[config.mk]
export PLATFORM = sky130hd
export DESIGN_NAME = timed_event_scheduler_core_flat
export DESIGN_NICKNAME = d
export VERILOG_FILES = /design/src/rtl/tes_pkg.sv /design/src/rtl/tes_if.sv /design/src/rtl/tes_ram.sv /design/src/rtl/timed_event_scheduler_core.sv /design/src/flat_wrapper.sv
export SDC_FILE = /design/constraint.sdc
export NUM_CORES = 2
export LEC_CHECK = 0
export BUFFER_PORTS_ARGS = -buffer_cell sky130_fd_sc_hd__buf_4
export CAP_MARGIN = 20
export CORE_MARGIN = 8
export CORE_UTILIZATION = 55
export CTS_CLUSTER_DIAMETER = 50
export CTS_CLUSTER_SIZE = 25
export DETAILED_ROUTE_END_ITERATION = 7
export PLACE_DENSITY_LB_ADDON = 0.08
export SETUP_SLACK_MARGIN = 0.4
export SYNTH_ARGS = -nofsm -noshare
export SYNTH_HDL_FRONTEND = slang
export SYNTH_SLANG_ARGS = --single-unit
export TNS_END_PERCENT = 100
[constraint.sdc]
create_clock -name clk -period 14.9 [get_ports clk]
set_input_delay 2.235 -clock clk [delete_from_list [all_inputs] [get_ports clk]]
set_output_delay 2.235 -clock clk [all_outputs]
set_load 0.01 [all_outputs]
[src/rtl/tes_pkg.sv]
`timescale 1ns / 1ps
// tes_pkg: types and constants of the timed event scheduler
// no dependencies; used by the interfaces, the scheduler core and the testbench

package tes_pkg;

	// order stamps
	localparam int ORDER_W = 8;
	localparam int ORDER_SPAN = 256;
	localparam logic [ORDER_W-1:0] ORDER_LAST = 8'd255;
	localparam logic [ORDER_W-1:0] ORDER_SCAN_END = 8'd254;

	// fired events per tick
	localparam int MAX_RESULTS = 32;
	localparam int EMIT_W = 5;
	localparam logic [EMIT_W-1:0] EMIT_LAST = 5'd31;

	// input actions
	localparam logic ACT_ADD = 1'b0;
	localparam logic ACT_TICK = 1'b1;

	// result kinds and add status
	localparam logic KIND_ACK = 1'b0;
	localparam logic KIND_FIRED = 1'b1;
	localparam logic STATUS_OK = 1'b0;
	localparam logic STATUS_FULL = 1'b1;

	typedef struct packed {
		logic        action;
		logic [31:0] event_time;
		logic [15:0] event_token;
		logic [7:0]  listener_id;
	} in_item_t;

	typedef struct packed {
		logic        result_kind;
		logic        add_status;
		logic [31:0] fired_time;
		logic [15:0] fired_token;
		logic [7:0]  fired_listener;
		logic        last_of_run;
	} out_item_t;

	// one table entry as held in the slot memory
	typedef struct packed {
		logic [31:0]        due_time;
		logic [15:0]        token;
		logic [7:0]         listener;
		logic [ORDER_W-1:0] order;
	} slot_entry_t;

	localparam int SLOT_W = $bits(slot_entry_t);

	typedef enum logic [2:0] {
		ST_IDLE,
		ST_ADD_FIND,
		ST_REN_MAP,
		ST_REN_FIX,
		ST_ADD_WRITE,
		ST_ACK,
		ST_TICK_SCAN,
		ST_TICK_EMIT
	} sched_state_t;

endpackage

[src/rtl/tes_if.sv]
`timescale 1ns / 1ps
// tes_in_if, tes_out_if: valid/ready channels of the scheduler
// depends on tes_pkg for the payload types

interface tes_in_if import tes_pkg::*; ();
	logic     valid;
	logic     ready;
	in_item_t data;

	modport source (output valid, output data, input ready);
	modport sink (input valid, input data, output ready);
endinterface

interface tes_out_if import tes_pkg::*; ();
	logic      valid;
	logic      ready;
	out_item_t data;

	modport source (output valid, output data, input ready);
	modport sink (input valid, input data, output ready);
endinterface

[src/rtl/tes_ram.sv]
`timescale 1ns / 1ps
// tes_ram: simple dual-port memory, one write and one registered read a cycle
// no dependencies

module tes_ram #(
	parameter int DEPTH = 32,
	parameter int WIDTH = 64
) (
	input  logic                     clk,
	input  logic                     we,
	input  logic [$clog2(DEPTH)-1:0] waddr,
	input  logic [WIDTH-1:0]         wdata,
	input  logic [$clog2(DEPTH)-1:0] raddr,
	output logic [WIDTH-1:0]         rdata
);

	logic [WIDTH-1:0] mem [DEPTH];

	// write port
	always_ff @(posedge clk) begin
		if (we) begin
			mem[waddr] <= wdata;
		end
	end

	// registered read port
	always_ff @(posedge clk) begin
		rdata <= mem[raddr];
	end

endmodule

[src/rtl/timed_event_scheduler_core.sv]
`timescale 1ns / 1ps
// timed_event_scheduler_core: pending event table with ordered firing on ticks
// depends on tes_pkg, tes_in_if, tes_out_if and tes_ram

// The event table lives in a slot memory that is read one entry per cycle.
// An add walks the valid bits to the lowest free slot, writes the entry and
// returns one acknowledgement. Once the order stamp reaches 255 the accepted
// add first compacts the stamps: it builds a rank table over the stamp values
// and then rewrites the slots. A tick scans the whole slot memory through
// the single read port once per fired event, or once when nothing is due,
// and fires at most 32 events. One item is worked on at a time; a finished
// result waits in the output register while the next item is taken. No
// clearing pass follows reset.

module timed_event_scheduler_core import tes_pkg::*; #(
	parameter int CAPACITY = 32
) (
	input logic     clk,
	input logic     arst_n,
	tes_in_if.sink  item,
	tes_out_if.source result
);

	localparam int SW = $clog2(CAPACITY);
	localparam int IW = $clog2(CAPACITY + 2);
	localparam logic [IW-1:0] IDX_LAST = IW'(CAPACITY - 1);
	localparam logic [IW-1:0] IDX_CAP = IW'(CAPACITY);
	localparam logic [IW-1:0] IDX_DRAIN = IW'(CAPACITY + 1);

	sched_state_t state_q, state_d;

	logic [IW-1:0]         idx_q;
	logic [SW-1:0]         idx_slot;
	logic [CAPACITY-1:0]   valid_q;
	logic [ORDER_SPAN-1:0] used_q;
	logic [ORDER_W-1:0]    ins_cnt_q;
	logic [ORDER_W-1:0]    map_v_q;
	logic [ORDER_W-1:0]    rank_q;
	logic [EMIT_W-1:0]     emit_cnt_q;

	logic [31:0]   time_q;
	logic [15:0]   token_q;
	logic [7:0]    lis_q;
	logic [SW-1:0] slot_q;
	logic          full_q;

	logic          found_q, many_q;
	slot_entry_t   best_q;
	logic [SW-1:0] best_idx_q;

	logic          vld_s1, vld_s2;
	logic [SW-1:0] idx_s1, idx_s2;
	slot_entry_t   entry_s1, entry_s2;

	logic      out_valid_q;
	out_item_t out_q;

	logic               item_fire, out_free, cur_valid, used_cur, issue;
	logic               due_s1, better_s1, fired_last, load_ack, load_fired;
	logic               slot_we;
	logic [SW-1:0]      slot_waddr;
	slot_entry_t        slot_wdata;
	logic [SLOT_W-1:0]  slot_rdata;
	logic               map_we;
	logic [ORDER_W-1:0] map_rdata;

	// slot memory and stamp rank table
	tes_ram #(
		.DEPTH(CAPACITY),
		.WIDTH(SLOT_W)
	) u_slot_mem (
		.clk   (clk),
		.we    (slot_we),
		.waddr (slot_waddr),
		.wdata (slot_wdata),
		.raddr (idx_slot),
		.rdata (slot_rdata)
	);

	tes_ram #(
		.DEPTH(ORDER_SPAN),
		.WIDTH(ORDER_W)
	) u_rank_map (
		.clk   (clk),
		.we    (map_we),
		.waddr (map_v_q),
		.wdata (rank_q),
		.raddr (entry_s1.order),
		.rdata (map_rdata)
	);

	// handshake and scan helpers
	assign item.ready = (state_q == ST_IDLE);
	assign item_fire = item.valid && item.ready;
	assign out_free = !out_valid_q || result.ready;
	assign result.valid = out_valid_q;
	assign result.data = out_q;

	assign idx_slot = idx_q[SW-1:0];
	assign cur_valid = valid_q[idx_slot];
	assign used_cur = used_q[map_v_q];
	assign entry_s1 = slot_entry_t'(slot_rdata);
	assign issue = (state_q == ST_TICK_SCAN || state_q == ST_REN_FIX) && (idx_q < IDX_CAP);

	// earliest due entry, insertion order within one second
	assign due_s1 = vld_s1 && (entry_s1.due_time <= time_q);
	assign better_s1 = !found_q || (entry_s1.due_time < best_q.due_time) ||
		((entry_s1.due_time == best_q.due_time) && (entry_s1.order < best_q.order));
	assign fired_last = !many_q || (emit_cnt_q == EMIT_LAST);

	// next state and memory writes
	always_comb begin
		state_d = state_q;
		load_ack = 1'b0;
		load_fired = 1'b0;
		map_we = 1'b0;
		slot_we = 1'b0;
		slot_waddr = idx_s2;
		slot_wdata = entry_s2;
		case (state_q)
			ST_IDLE: begin
				if (item_fire) begin
					state_d = (item.data.action == ACT_ADD) ? ST_ADD_FIND : ST_TICK_SCAN;
				end
			end
			ST_ADD_FIND: begin
				if (!cur_valid) begin
					state_d = (ins_cnt_q == ORDER_LAST) ? ST_REN_MAP : ST_ADD_WRITE;
				end else if (idx_q == IDX_LAST) begin
					state_d = ST_ACK;
				end
			end
			ST_REN_MAP: begin
				map_we = used_cur;
				if (map_v_q == ORDER_SCAN_END) begin
					state_d = ST_REN_FIX;
				end
			end
			ST_REN_FIX: begin
				slot_we = vld_s2;
				slot_wdata.order = map_rdata;
				if (idx_q == IDX_DRAIN) begin
					state_d = ST_ADD_WRITE;
				end
			end
			ST_ADD_WRITE: begin
				slot_we = 1'b1;
				slot_waddr = slot_q;
				slot_wdata = '{due_time: time_q, token: token_q, listener: lis_q,
					order: ins_cnt_q};
				state_d = ST_ACK;
			end
			ST_ACK: begin
				if (out_free) begin
					load_ack = 1'b1;
					state_d = ST_IDLE;
				end
			end
			ST_TICK_SCAN: begin
				if (idx_q == IDX_CAP) begin
					state_d = ST_TICK_EMIT;
				end
			end
			ST_TICK_EMIT: begin
				if (!found_q) begin
					state_d = ST_IDLE;
				end else if (out_free) begin
					load_fired = 1'b1;
					state_d = fired_last ? ST_IDLE : ST_TICK_SCAN;
				end
			end
			default: begin
				state_d = ST_IDLE;
			end
		endcase
	end

	// control state
	always_ff @(posedge clk or negedge arst_n) begin
		if (!arst_n) begin
			state_q <= ST_IDLE;
			idx_q <= '0;
			valid_q <= '0;
			used_q <= '0;
			ins_cnt_q <= '0;
			map_v_q <= '0;
			rank_q <= '0;
			emit_cnt_q <= '0;
			found_q <= 1'b0;
			many_q <= 1'b0;
			vld_s1 <= 1'b0;
			vld_s2 <= 1'b0;
			out_valid_q <= 1'b0;
		end else begin
			state_q <= state_d;

			// walk index restarts on every state change
			if (state_d != state_q) begin
				idx_q <= '0;
			end else if (state_q == ST_ADD_FIND || state_q == ST_REN_FIX ||
				state_q == ST_TICK_SCAN) begin
				idx_q <= idx_q + IW'(1);
			end

			// read pipeline flags
			vld_s1 <= issue && cur_valid;
			vld_s2 <= vld_s1 && (state_q == ST_REN_FIX);

			// stamp compaction: rank table over stamp values
			if (state_q != ST_REN_MAP) begin
				map_v_q <= '0;
				rank_q <= '0;
			end else begin
				map_v_q <= map_v_q + 8'd1;
				if (used_cur) begin
					used_q[map_v_q] <= 1'b0;
					used_q[rank_q] <= 1'b1;
					rank_q <= rank_q + 8'd1;
				end
				if (map_v_q == ORDER_SCAN_END) begin
					ins_cnt_q <= used_cur ? rank_q + 8'd1 : rank_q;
				end
			end

			// add commit
			if (state_q == ST_ADD_WRITE) begin
				valid_q[slot_q] <= 1'b1;
				used_q[ins_cnt_q] <= 1'b1;
				ins_cnt_q <= ins_cnt_q + 8'd1;
			end

			// tick search bookkeeping
			if (state_q == ST_IDLE) begin
				emit_cnt_q <= '0;
			end
			if (state_d == ST_TICK_SCAN && state_q != ST_TICK_SCAN) begin
				found_q <= 1'b0;
				many_q <= 1'b0;
			end else if (state_q == ST_TICK_SCAN && due_s1) begin
				found_q <= 1'b1;
				if (found_q) begin
					many_q <= 1'b1;
				end
			end

			// fired event leaves the table
			if (load_fired) begin
				valid_q[best_idx_q] <= 1'b0;
				used_q[best_q.order] <= 1'b0;
				emit_cnt_q <= emit_cnt_q + EMIT_W'(1);
			end

			// output register
			if (load_ack || load_fired) begin
				out_valid_q <= 1'b1;
			end else if (result.ready) begin
				out_valid_q <= 1'b0;
			end
		end
	end

	// payload registers
	always_ff @(posedge clk) begin
		if (item_fire) begin
			time_q <= item.data.event_time;
			token_q <= item.data.event_token;
			lis_q <= item.data.listener_id;
		end

		// free slot or full table
		if (state_q == ST_ADD_FIND) begin
			if (!cur_valid) begin
				slot_q <= idx_slot;
				full_q <= STATUS_OK;
			end else if (idx_q == IDX_LAST) begin
				full_q <= STATUS_FULL;
			end
		end

		idx_s1 <= idx_slot;
		idx_s2 <= idx_s1;
		entry_s2 <= entry_s1;

		if (state_q == ST_TICK_SCAN && due_s1 && better_s1) begin
			best_q <= entry_s1;
			best_idx_q <= idx_s1;
		end

		if (load_ack) begin
			out_q <= '{result_kind: KIND_ACK, add_status: full_q, fired_time: '0,
				fired_token: '0, fired_listener: '0, last_of_run: 1'b1};
		end else if (load_fired) begin
			out_q <= '{result_kind: KIND_FIRED, add_status: STATUS_OK,
				fired_time: best_q.due_time, fired_token: best_q.token,
				fired_listener: best_q.listener, last_of_run: fired_last};
		end
	end

`ifndef SYNTHESIS
	// a fired event always comes from a live slot
	a_fire_from_valid: assert property (@(posedge clk) disable iff (!arst_n)
		load_fired |-> valid_q[best_idx_q])
		else $error("fired event taken from an empty slot");

	// no memory read is in flight while waiting for an item
	a_idle_drained: assert property (@(posedge clk) disable iff (!arst_n)
		(state_q == ST_IDLE) |-> (!vld_s1 && !vld_s2))
		else $error("read pipeline busy in idle");

	// compaction leaves no more stamps than slots
	a_compact_count: assert property (@(posedge clk) disable iff (!arst_n)
		(state_q == ST_REN_FIX) |-> (ins_cnt_q <= ORDER_W'(CAPACITY)))
		else $error("stamp count after compaction exceeds capacity");

	// a tick never fires more than its limit
	a_emit_limit: assert property (@(posedge clk) disable iff (!arst_n)
		(load_fired && emit_cnt_q == EMIT_LAST) |=> (state_q == ST_IDLE))
		else $error("tick fired beyond its result limit");
`endif

endmodule

[src/flat_wrapper.sv]
// flat-port wrapper written by rule: the top's interface ports become plain ports
module timed_event_scheduler_core_flat import tes_pkg::*;
#(
	parameter int CAPACITY = 32
)
  (clk, arst_n, item_valid, item_data, item_ready, result_valid, result_data, result_ready);
  tes_in_if item_i ();
  tes_out_if result_i ();
  input logic clk;
  input logic arst_n;
  input wire logic [$bits(item_i.valid)-1:0] item_valid;
  input wire logic [$bits(item_i.data)-1:0] item_data;
  output wire logic [$bits(item_i.ready)-1:0] item_ready;
  output wire logic [$bits(result_i.valid)-1:0] result_valid;
  output wire logic [$bits(result_i.data)-1:0] result_data;
  input wire logic [$bits(result_i.ready)-1:0] result_ready;
  assign item_i.valid = item_valid;
  assign item_i.data = item_data;
  assign item_ready = item_i.ready;
  assign result_valid = result_i.valid;
  assign result_data = result_i.data;
  assign result_i.ready = result_ready;
  timed_event_scheduler_core #(.CAPACITY(CAPACITY)) u_core (.clk(clk), .arst_n(arst_n), .item(item_i), .result(result_i));
endmodule
======== Word level (Yosys, flattened, before mapping) ========
Memory sizes are Yosys's and may differ from the RTL's. A register that Yosys moved wholly into a read port is not among the register bits.
Cells that the tools add are included.
storage, ports and cells
  memories ................................ 2
  memory bits (read-only) ................. 0
  bits in registers ....................... 595
  memory bits (writable) .................. 4096
  latch bits .............................. 0
  output and inout bits ................... 61
  logic and storage cells ................. 195
cells by class
  divide/modulo/power cells ............... 0
  multipliers ............................. 0
  eq/ne operators ......................... 20
  add/subtract/negate cells ............... 5
  bitwise logic cells ..................... 10
  mux-type cells .......................... 68
  shift operators ......................... 0
  reduce and logical (&&, ||, !) cells .... 38
  magnitude comparators ................... 17
memory list
  name                   words  bits a word  rd ports  clocked after memory_dff  wr ports  line           source
  u_core.u_rank_map.mem  256    8            1         1                         1         tes_ram.sv:17  logic [WIDTH-1:0] mem [DEPTH];
  u_core.u_slot_mem.mem  32     64           1         1                         1         tes_ram.sv:17
operator list
  kind                   count
  $mux W256              4
  $and A256 B256 Y256    2
  $not A256 Y256         2
  $or A256 B256 Y256     2
  $mux W58               2
  $mux W32               2
  $mux W56               1
  $mux W8                6
  $lt A8 B9 Y1 const B   4
  $mux W3                12
  $and A32 B32 Y32       1
  $demux W1 S8           4
  $eq A32 B32 Y1         1
  $ge A8 B1 Y1 const B   4
  $le A32 B32 Y1         1
  $lt A32 B32 Y1         1
  $not A32 Y32           1
  $or A32 B32 Y32        1
  $mux W1                25
  $add A8 B1 Y8 const B  3
  $pmux W3 S8            1
  $lt A5 B6 Y1 const B   3
  $eq A8 B8 Y1 const B   2
  $pmux W8 S2            1
  other kinds (28)       72

======== Depth between registers and ports, before layout ========
  depth in word-level cells ............... 13
  gate-level depth with buffers ........... 16
  depth with buffers taken out ............ 11

======== Cells and area by module ========
Synthesis repeated with hierarchy kept, for this count alone.
second synthesis, totals
  cells, all modules ...................... 10185
  area total of the unflattened synthesis .. 189989.7 sq um
by module, submodules not included
  module                       times used  cells each  area each (sq um)
  tes_ram (u_core.u_rank_map)  1           3733        79556.3
  tes_ram (u_core.u_slot_mem)  1           3097        78964.5
  timed_event_scheduler_core   1           3355        31468.9

======== Worst setup path before layout ========
No wires, ideal clock.
  path type ............................... register to register
  from .................................... register u_core.rank_q[0]
  to ...................................... register u_core.used_q[10]
  stages on the path, launching flop included .. 9
  slack ................................... 9.588 ns
  period minus slack after synthesis ...... 5.312 ns
  arrival time ............................ 5.175 ns
  cells stage by stage .................... dfrtp_1 inv_1 ha_1 and2_1 clkbuf_1 and2_1 buf_1 a222oi_1 a21oi_1
on the way
  cells in the longest elaborated chain, start to end .. 11
  elaborated cells on any way between the ends .. 12
  classes of those cells .................. 2 x order compare; 6 x mux; 3 x bitwise; 1 x reduce/logical
ends and longest elaborated chain
  item                                                                       line                               source
  start, declared                                                            timed_event_scheduler_core.sv:38   logic [ORDER_W-1:0] rank_q;
  start signal, assigned                                                     timed_event_scheduler_core.sv:218  rank_q <= rank_q + 8'd1;
  $lt A8 B9 Y1 (not written as such) / $ge A8 B1 Y1 (equally long branches)  timed_event_scheduler_core.sv:217  used_q[rank_q] <= 1'b1;
  $logic_and A1 B1 Y1 (not written as such)                                  timed_event_scheduler_core.sv:217
  $mux W1 (not written as such)                                              timed_event_scheduler_core.sv:217
  $demux W1 S8 (*)                                                           --
  $or A256 B256 Y256 (no source line) (*)                                    --
  $mux W256 (*)                                                              timed_event_scheduler_core.sv:215  if (used_cur) begin
  $mux W256 (*)                                                              timed_event_scheduler_core.sv:210  if (state_q != ST_REN_MAP) begin
  $or A256 B256 Y256 (no source line)                                        --
  $mux W256 (*)                                                              timed_event_scheduler_core.sv:226  if (state_q == ST_ADD_WRITE) begin
  $and A256 B256 Y256 (no source line)                                       --
  $mux W256 (*)                                                              timed_event_scheduler_core.sv:247  if (load_fired) begin
  end signal, assigned by index                                              timed_event_scheduler_core.sv:217
  end signal, assigned by index                                              timed_event_scheduler_core.sv:228  used_q[ins_cnt_q] <= 1'b1;
  end signal, assigned by index                                              timed_event_scheduler_core.sv:249  used_q[best_q.order] <= 1'b0;
  end, declared                                                              timed_event_scheduler_core.sv:35   logic [ORDER_SPAN-1:0] used_q;
Mark *: on every way between the ends. The rest lies on a longest branch, timed or not.
A chain may end at the register's enable or synchronous reset.

======== Worst setup path in the final report ========
  from .................................... register u_core.map_v_q[0]
  to ...................................... memory u_core.u_rank_map.mem[37][1] (netlist name), enable pin
on the way
  cells in the longest elaborated chain, start to end .. 5
ends and longest elaborated chain
  item                           line                               source
  start, declared                timed_event_scheduler_core.sv:37   logic [ORDER_W-1:0] map_v_q;
  start signal, assigned         timed_event_scheduler_core.sv:214  map_v_q <= map_v_q + 8'd1;
  $bmux W1 S8                    timed_event_scheduler_core.sv:101  assign used_cur = used_q[map_v_q];
  $mux W1 (not written as such)  timed_event_scheduler_core.sv:101
  $mux W1                        timed_event_scheduler_core.sv:120  case (state_q)
  $mux W1                        tes_ram.sv:21                      if (we) begin
  $mux W1 (not written as such)  tes_ram.sv:22                      mem[waddr] <= wdata;
  end, declared                  tes_ram.sv:17
Several ways; a longest one is shown, not always the timed one. The select of a mux whose other input is x is not followed.

==> impl_results.md <==
* Outcome: complete, no violations
* Most frequent cells in the layout: edfxtp_1, mux4_2, clkbuf_16
* Clk_skew at 0.0480 ns
* CP endpoint kind: flop
* Worst slew margin relative to its limit at 0.0972
* TritonCTS clock tree: built
* DP HPWL at 321000 microns
* Via density at 6.71
* Area of the mapped netlist at 0.188 sq mm
* Largest family of logic cells by synthesized area: multiplexers
* Final Hold Viols at 0
* Post-Synthesis Cells at 9379
* Synth Flop Type: edfxtp_1
* WP buf/inv at 3
* Synth Area in Simple Gates at 0.0299
* Syn Area/Cell at 20.0 sq um
* Setup TNS at 0 ns
* Placed cell area at 0.196 sq mm
* Share of layout cells above drive strength 1 at 0.291
* Core area at 0.340 sq mm
* Area Growth Syn to Fin at 13.2%
* Clock sink count at 4763
* Cell taking the most area after synthesis: edfxtp_1
* Fin. max-slew vios at 0
* I/O Pins at 122
* Fin crit period at 6.77 ns
* Root buf cell: clkbuf_16
* Initial antenna violation count at 34
* DR vias at 98800
* Compound-Gate Fraction of Synth Area at 0.0345
* Flop2flop setup slack at 8.13 ns
* Core Rows at 214
* First-pass GRT wire length at 766000 microns
* Synth cell types at 76
* Detailed-route DRC error count at 0
* Design Power at 0.0363 W
* CP max stage delay at 1.07 ns
* GRT Total Usage at 0.297
* Seq/Total Area, Yosys at 0.742
* Initial DRC count at 13200
* Synth Area in XOR/XNOR at 0.000979
* H-tree depth at 5
* Vias in the first global route at 99400
* Most Frequent Cell on Critical Path: buf_4
* Final cell area excluding filler cells at 0.213 sq mm
* WL per Instance at 36.9 microns
* Post-synthesis mux area share at 0.172
* Pleak at 65.1 nW
* Port-buffer cells at 121
* Total gr overflow at 0
* Startpoint class of the critical path: flop
* CTS resizes at 0
* WP data required at 15.51 ns
* Setup Fix Bufs, Post-CTS at 0
* Final GP Congestion at 0.997
* Cell chain of the critical path: buf_4 > mux4_2 > mux4_2 > nand4_2 > nand4_1 > a311o_1 > buf_4 > nand3_1 > buf_4 > nor2_1
* Die Ht at 600 microns
* Post-DRT Antenna Nets at 0
* Final wirelength at 543000 microns
* Largest net degree at the start of global routing at 164
* Clock insertion delay at the later pin of the skew report at 1.00 ns
* Async SR Flop Fraction at 0.0695
* Die width at 600 microns
* Slew @ Worst Pin at 1.35 ns
* Synth Warn # at 0
* Post-synthesis adder-cell area fraction at 0.00586
* PwrDens at 171 mW/mm^2
* Critical path class: reg2reg
* Worst Hold Class: reg2reg
* Crit path max-delay family: simple AND/OR/NAND/NOR gates
* Clock transition at path regs at 0.07 ns
* Hold_buf cts at 0
* Number of synthesized register bits at 4763
* Peak VDD IR at 165 uV
* RSZ-0062 raised after global routing: false
* Fin crit share at 0.455
* Die ar. at 0.360 sq mm
* Initial Util at 0.553
* Final nets at 9887
* CTS Buf Count at 461
* Max_cap viols at 0
* Maximum fanout along the worst path at 43
* WP data arrival at 7.39 ns
* Setup violations, final at 0
* Synth top area share at 0.676
* Top cells by area, synth: edfxtp_1, mux4_2, dfrtp_1, dfxtp_1, nand2_1
* FMAX at 148 MHz
* Clk buf depth at 4
* Critical-path top delay cell: dfrtp_4
* Most common cell after layout, fill and taps aside: edfxtp_1
* EDFF count, synth at 4228
* Syn nets at 9528
* Drt pass-1 iters at 8
==> metal layers <==
layer | track usage | vias up | part of all wire
met2 | 0.482 | 5144 | 0.49
met4 | 0.120 | 10 | 0.046
met3 | 0.0542 | 1148 | 0.081
li1 | - | 39500 | -
met5 | 0 | - | 0.00014
met1 | 0.404 | 53000 | 0.39
==> stage by stage <==
stage	utilization	cells	hold WS (ns)	worst slack (ns)
2_1_floorplan	-	9379	0.327	9.59
3_3_place_gp	0.575	13700	0.333	8.38
3_5_place_dp	0.576	13800	0.337	8.34
4_1_cts	0.625	14700	0.349	8.33
5_1_grt	0.626	14700	0.358	7.99
6_report	0.626	14700	0.350	8.13
==> final cells by class <==
cell class	instances	area [sq um]
Antenna cell	30	75.1
Clock buffer	494	11900
Clock inverter	386	4730
Fill cell	23200	127000
Inverter	125	469
Multi-Input combinational cell	3880	46300
Sequential cell	4763	139000
Tap cell	4536	5680
Timing Repair Buffer	507	4100
==> synthesized netlist by cell type, types with 38 or more instances <==
cell type,n
a22oi_1,223
dfrtp_1,331
nor2b_1,44
nand3_1,80
ha_1,88
mux2_2,68
nand2_1,460
o21ai_0,293
a32oi_1,38
nor3_1,93
inv_1,125
edfxtp_1,4228
and2_1,54
buf_1,139
mux4_2,1384
nor2_1,375
clkbuf_1,425
dfxtp_1,204
a21oi_1,284
==> path summary, 6_finish.rpt <==
path / start / endpoint / cells after the start
worst min-delay path: u_core.idx_s1[4] / u_core.idx_s2[4] / 0
min in group asynchronous: arst_n / u_core.used_q[71] / 1
worst min register to register: u_core.idx_s1[4] / u_core.idx_s2[4] / 0
worst max-delay path: u_core.map_v_q[0] / u_core.u_rank_map.mem[37][1] / 10
max in group asynchronous: arst_n / u_core.rank_q[5] / 3
worst max register to register: u_core.map_v_q[0] / u_core.u_rank_map.mem[37][1] / 10
==> power by group <==
group / switching, W / leakage [nW] / internal [W] / total (W)
logic: 0.00440 / 15.1 / 0.00267 / 0.00708
clock network: 0.00574 / 8.01 / 0.00674 / 0.0125
registers: 0.000496 / 42.0 / 0.0162 / 0.0167
==> worst register-to-register path, delay by kind of cell (launching register included) <==
kind | cells | cell delay [ns]
flops | 1 | 1.07
mux | 2 | 0.69
compound gates | 1 | 0.17
buf+inv | 3 | 1.81
simple gates | 4 | 2.65
==> registers in the layout, summed over array words and instances, names as in the netlist, 6 cells and up <==
signal and count:
u_core.best_q 64, u_core.time_q 32, u_core.lis_q 8, u_core.u_rank_map.rdata 8, u_core.u_slot_mem.mem 2048, u_core.map_v_q 8, u_core.u_rank_map.mem 2048, u_core.rank_q 8
u_core.u_slot_mem.rdata 64, u_core.result.data 59, u_core.ins_cnt_q 8, u_core.token_q 16, u_core.idx_q 6, u_core.valid_q 32, u_core.entry_s2 64, u_core.used_q 256
==> cells by family after synthesis <==
family | after synthesis
AOI/OAI and AO/OA | 1030
xor gates and xnor gates | 21
adders and majority gates | 88
buffers and inverters | 736
DFF | 4763
muxes | 1484
and+or+nand+nor | 1257
No activity file was read; power rests on OpenSTA's default activity.
